==> config.mk <==
export PLATFORM = sky130hd
export DESIGN_NAME = pgne_gidx
export DESIGN_NICKNAME = d
export VERILOG_FILES = /design/src/rtl/core/pgne_pkg.sv /design/src/rtl/core/pgne_gidx.sv
export SDC_FILE = /design/constraint.sdc
export NUM_CORES = 1
export LEC_CHECK = 0
export BUFFER_PORTS_ARGS = -buffer_cell sky130_fd_sc_hd__buf_2
export CORE_MARGIN = 2
export CORE_UTILIZATION = 54
export DETAILED_ROUTE_END_ITERATION = 6
export MAX_ROUTING_LAYER = met4
export PLACE_DENSITY = 0.8
export SYNTH_ARGS = -nofsm -noshare
export SYNTH_HDL_FRONTEND = slang
export SYNTH_SLANG_ARGS = --single-unit
==> constraint.sdc <==
create_clock -name clk -period 1.73 [get_ports clk]
set_input_delay 0.173 -clock clk [delete_from_list [all_inputs] [get_ports clk]]
set_output_delay 0.173 -clock clk [all_outputs]
set_load 0.03 [all_outputs]
==> src/rtl/core/pgne_pkg.sv <==
// shared constants, codes and types of the packed gate netlist evaluator
`default_nettype none

package pgne_pkg;

  localparam int WORD_W       = 32;
  localparam int DEF_GATES    = 65536;
  localparam int DEF_LANES    = 32;
  localparam int MSG_ENTRIES  = 512;
  localparam int CHN_ENTRIES  = 256;
  localparam int DATA_ENTRIES = MSG_ENTRIES + CHN_ENTRIES;
  localparam int DATA_AW      = $clog2(DATA_ENTRIES);
  localparam int REF_W        = 16;
  localparam int PIN_COUNT    = 4;

  // item opcodes
  localparam logic [1:0] OPC_LOAD_MSG = 2'd0;
  localparam logic [1:0] OPC_LOAD_CHN = 2'd1;
  localparam logic [1:0] OPC_EXEC     = 2'd2;

  // gate operations
  localparam logic [1:0] GOP_XOR3   = 2'd0;
  localparam logic [1:0] GOP_CHOOSE = 2'd1;
  localparam logic [1:0] GOP_MAJ    = 2'd2;
  localparam logic [1:0] GOP_ADD    = 2'd3;

  // operand source selectors; pin selectors are the pin numbers themselves
  localparam logic [2:0] SEL_MSG  = 3'd4;
  localparam logic [2:0] SEL_CHN  = 3'd5;
  localparam logic [2:0] SEL_KEEP = 3'd6;

  // pin positions inside one gate row
  localparam logic [1:0] PIN_A   = 2'd0;
  localparam logic [1:0] PIN_B   = 2'd1;
  localparam logic [1:0] PIN_C   = 2'd2;
  localparam logic [1:0] PIN_OUT = 2'd3;

  typedef logic [WORD_W-1:0] word_t;
  typedef logic [PIN_COUNT-1:0][WORD_W-1:0] pin_row_t;
  typedef logic [PIN_COUNT-1:0] pin_mask_t;

  typedef enum logic [3:0] {
    ST_CLEAR,
    ST_IDLE,
    ST_RED1,
    ST_RED2,
    ST_RD_A,
    ST_OP_B,
    ST_OP_C,
    ST_EVAL,
    ST_CARRY
  } state_t;

endpackage

`default_nettype wire

==> src/rtl/core/pgne_gidx.sv <==
// three-stage reduction of a 16-bit gate number modulo the gate count
`default_nettype none

module pgne_gidx #(
  parameter int GATES   = pgne_pkg::DEF_GATES,
  parameter int GATE_AW = $clog2(GATES)
) (
  input  wire logic                         clk,
  input  wire logic                         en,
  input  wire logic [pgne_pkg::REF_W-1:0]   idx,
  output logic      [GATE_AW-1:0]           gate
);

  localparam int RW = pgne_pkg::REF_W;
  // floor(2^32 / GATES); the quotient estimate is exact or one low
  localparam logic [31:0] RECIP  = 32'((64'd1 << 32) / GATES);
  localparam logic [31:0] GATES_W = 32'(GATES);

  logic [RW+31:0] prod_r;
  logic [RW-1:0]  x1_r;
  logic [RW-1:0]  qg_r;
  logic [RW-1:0]  x2_r;
  logic [GATE_AW-1:0] gate_r;

  logic [RW-1:0] q;
  logic [RW-1:0] qg_nxt;
  logic [RW-1:0] diff;
  logic [RW-1:0] rem;

  always_comb begin
    q      = prod_r[RW+31:32];
    qg_nxt = RW'({16'd0, q} * GATES_W);
    diff   = x2_r - qg_r;
    if ({16'd0, diff} >= GATES_W) begin
      rem = diff - GATES_W[RW-1:0];
    end else begin
      rem = diff;
    end
  end

  always_ff @(posedge clk) begin
    if (en) begin
      prod_r <= idx * RECIP;
      x1_r   <= idx;
      qg_r   <= qg_nxt;
      x2_r   <= x1_r;
      gate_r <= GATE_AW'(rem);
    end
  end

  assign gate = gate_r;

endmodule

`default_nettype wire

# Word level (Yosys, flattened, before mapping)
# Index checks and enable logic that the tools add are counted.
# totals
regBits	48
latch_bits	0
mem_bits_rw	0
romBits	0
input_bits	18
wordCells	3
memories	0
# classes
add_sub_neg	0
multipliers	0
n_div	0
n_lt_le_gt_ge	0
n_eq_ne	0
n_shift	0
mux	0
bitwise_logic	0
n_reduce_logical	0

# Longest topological paths before layout
# depth
depth_word	0
depth_mapped	0
depth_no_buf	0

# Least setup slack after synthesis
# Ideal clock, no wire load.
# synth_timing
path_type	register to output
from	register gate_r[0] (netlist: gate[0])
to	output gate[0]
arrival_ps	496
required_time_ps	1557
path_slack_ps	1061
path_stages_with_launch	1
path_buffers	0
path_cell_list	edfxtp_1
# synth_lines
element	line_no	source
from (decl)	pgne_gidx.sv:23	logic [GATE_AW-1:0] gate_r;
from (signal assigned)	pgne_gidx.sv:47	gate_r <= GATE_AW'(rem);
to (decl)	pgne_gidx.sv:11	output logic [GATE_AW-1:0] gate
# No word-level cell between the ends.

# Final worst setup path
# layout_timing
from	register gate_r[4] (netlist: gate[4])
to	output gate[4]
# No word-level cell between the ends.

==> impl_metrics.yaml <==
outcome:
  run_status: "complete, no violations"
worst_setup_path:
  critical_path.startpoint: "gate[4]$_DFFE_PP_"
  critical_path.endpoint: "gate[4]"
  reg2reg_path_depth: 0
  ordered_list_of_cells_on_the_worst_path: "buf_2"
  critPathLaunchType: "register"
  timing.critical_path.arrival_ps: 920
  slowest_delay_ps: 400
  end_of_the_worst_register_to_register_path: "gate[8]$_DFFE_PP_"
  setup.worst_path.class: "reg2out"
  ff_to_ff_start: "x2_r[8]$_DFFE_PP_"
  crit_cells: 1
  critPathMaxFanout: 1
  timing.critical_path.max_delay_family: "flip-flops"
  critPathSlowestCell: "sky130_fd_sc_hd__edfxtp_1"
  critPathBufInv: 1
  required_ps: 1560
  critical_path.endpoint_type: "output port"
  reg2reg_slack_ps: 1080
timing:
  whs_ps: 337
  slew_violations: 0
  setup_violations: 0
  skew_ps: 1.95
  period_needed_ps: 1100
  setup_tns_ps: 0
  slew_headroom: 0.786
  maxClockFrequency_ghz: 0.913
  number_of_endpoints_with_negative_hold_slack_in_the_final_report: 0
  unrepaired_setup_endpoints_after_global_routing: "no"
  tightest_slew_ps: 320
  finalCritPeriodShare: 0.633
synthesis:
  ys_top_cells_by_area: "sky130_fd_sc_hd__edfxtp_1 (100%)"
  yosys.area.top_type: "sky130_fd_sc_hd__edfxtp_1"
  postSynthRegisterBits: 48
  postSynthNetCount: 66
  synth_top_cell_area_share: 1.00
  post_synthesis_area_per_instance_sq_um: 30.0
  post_synth_instance_area_sq_um: 1440
  ys_seq_area_frac: 1.00
  yosysWarningCount: 0
  synthesis.instances: 48
  post_synth_cell_types: 1
die:
  die_y_microns: 55.7
  io-pin-count: 34
  placement_rows: 18
  fp.coreArea_sq_um: 2500
  die_width_microns: 55.7
  die_area_sq_um: 3100
  floorplan.initialDensity: 0.577
route:
  route.met2.wl_microns: 864
  drt-met1-wl_microns: 691
  route.detailed.wl_per_inst_microns: 12.5
  avgViaCountPerCell: 4.58
  route.final.wire_length_mm: 1.72
  route.detailed.drc: 0
  ant_nets: 0
  drtIter0Drc: 7
  route.top_layer_used: "met4"
  drt_first_pass_iters: 2
  route.vias.total: 627
  met3_length_microns: 124
power:
  vdd.ir_drop.worst_v: 0.000823
  pwr_per_cell_area_nw_per_um2: 1060
  post-layout-total-power_uw: 1980
  static-leakage-power_uw: 0.000708
placement:
  gp_routability_congestion: 0.635
  port-buffer-count: 33
  dp_cells: 113
hold_path:
  min_path_type: "in2reg"
  worst_hold_path.num_cells: 2
clock_network:
  clock_tree_from_tritoncts: "built"
  htree_levels: 2
  numClockSinks: 48
  root_buffer: "sky130_fd_sc_hd__clkbuf_4"
  cts_inserted_buffers: 5
  clkLatencyLatePin_ps: 340
  cts.path.max_buffers: 2
  clkSlewWorstSetupHoldPaths_ps: 120
global_routing:
  grt_util_all_layers: 0.139
  overflow: 0
  grt_pass1_vias: 655
  grt_antenna_before_repair: 0
  grt_first_pass_wirelength_mm: 2.95
  largest_net_degree_at_the_start_of_global_routing: 28
cells_and_area:
  num-nets-final: 124
  combined_area_of_the_multi_input_logic_cells_sq_um: 0
  area_delta_synth_final_pct: 29.8
  post_route_cells_drive_above_1_share: 0.393
  finish.cell_count_without_fillers: 137
  finalCoreUtilization: 0.748
  layout_commonest_cell: "sky130_fd_sc_hd__edfxtp_1"
  multi_input_gates: 0
  layout_common_cells: "sky130_fd_sc_hd__edfxtp_1 (48), sky130_fd_sc_hd__buf_2 (33), sky130_fd_sc_hd__dlygate4sd3_1 (16), sky130_fd_sc_hd__clkbuf_4 (5)"
  fill_cells: 140
  antennaDiodeCount: 0
job:
  cap_violations: 0
kinds of logic (layout without fill, tap and decap cells):
logic type,Yosys count,count (layout),share of synthesized area
flip-flops,48,48,1.00
buffers and inverters,0,59,0
power breakdown:
part | switching, uW | total (uW) | internal (uW)
clock network | 303 | 453 | 150
logic | 81.8 | 136 | 54.3
registers | 17.9 | 1390 | 1370
sequential cells by signal (all words and copies together), names as in the netlist:
name,cells
gate,16
x2_r,16
x1_r,16
routing by layer:
layer / up-vias / global-route usage
met5: - / -
met4: 0 / 0.0941
met1: 287 / 0.156
met3: 7 / 0.0558
li1: 309 / -
met2: 24 / 0.206
Yosys cell counts:
cell and instances:
sky130_fd_sc_hd__edfxtp_1 48
worst min-delay path by stage:
stage / slack, ps / end / startpoint
2_1_floorplan: 270 / x1_r[0]$_DFFE_PP_ / idx[0]
3_3_place_gp: 350 / x1_r[4]$_DFFE_PP_ / idx[4]
3_5_place_dp: 350 / x1_r[8]$_DFFE_PP_ / idx[8]
4_1_cts: 310 / gate[4]$_DFFE_PP_ / en
5_1_grt: 320 / gate[4]$_DFFE_PP_ / en
6_report: 340 / gate[4]$_DFFE_PP_ / en
metrics by stage:
step	cell area, sq um	setup WS (ps)
finish	1870	634
CTS	1870	595
global route	1870	578
floorplan	1440	1060
global placement	1660	836
detailed placement	1660	809
area by class of cell:
type                  count  area, sq um  share of cell area
Clock inverter            3         13.8             0.00736
Sequential cell          48         1440               0.771
Timing Repair Buffer     51          340               0.182
Clock buffer              5         37.5              0.0201
Tap cell                 30         37.5              0.0201
what timing repair did:
item | 4_1_cts | 5_1_grt
setup buffers | 0 | 0
gates resized for setup | 0 | 0
endpoints found under the hold margin | 16 | 0
hold buffers | 16 | 0
Note: power is estimated with default switching activity, not from simulation.
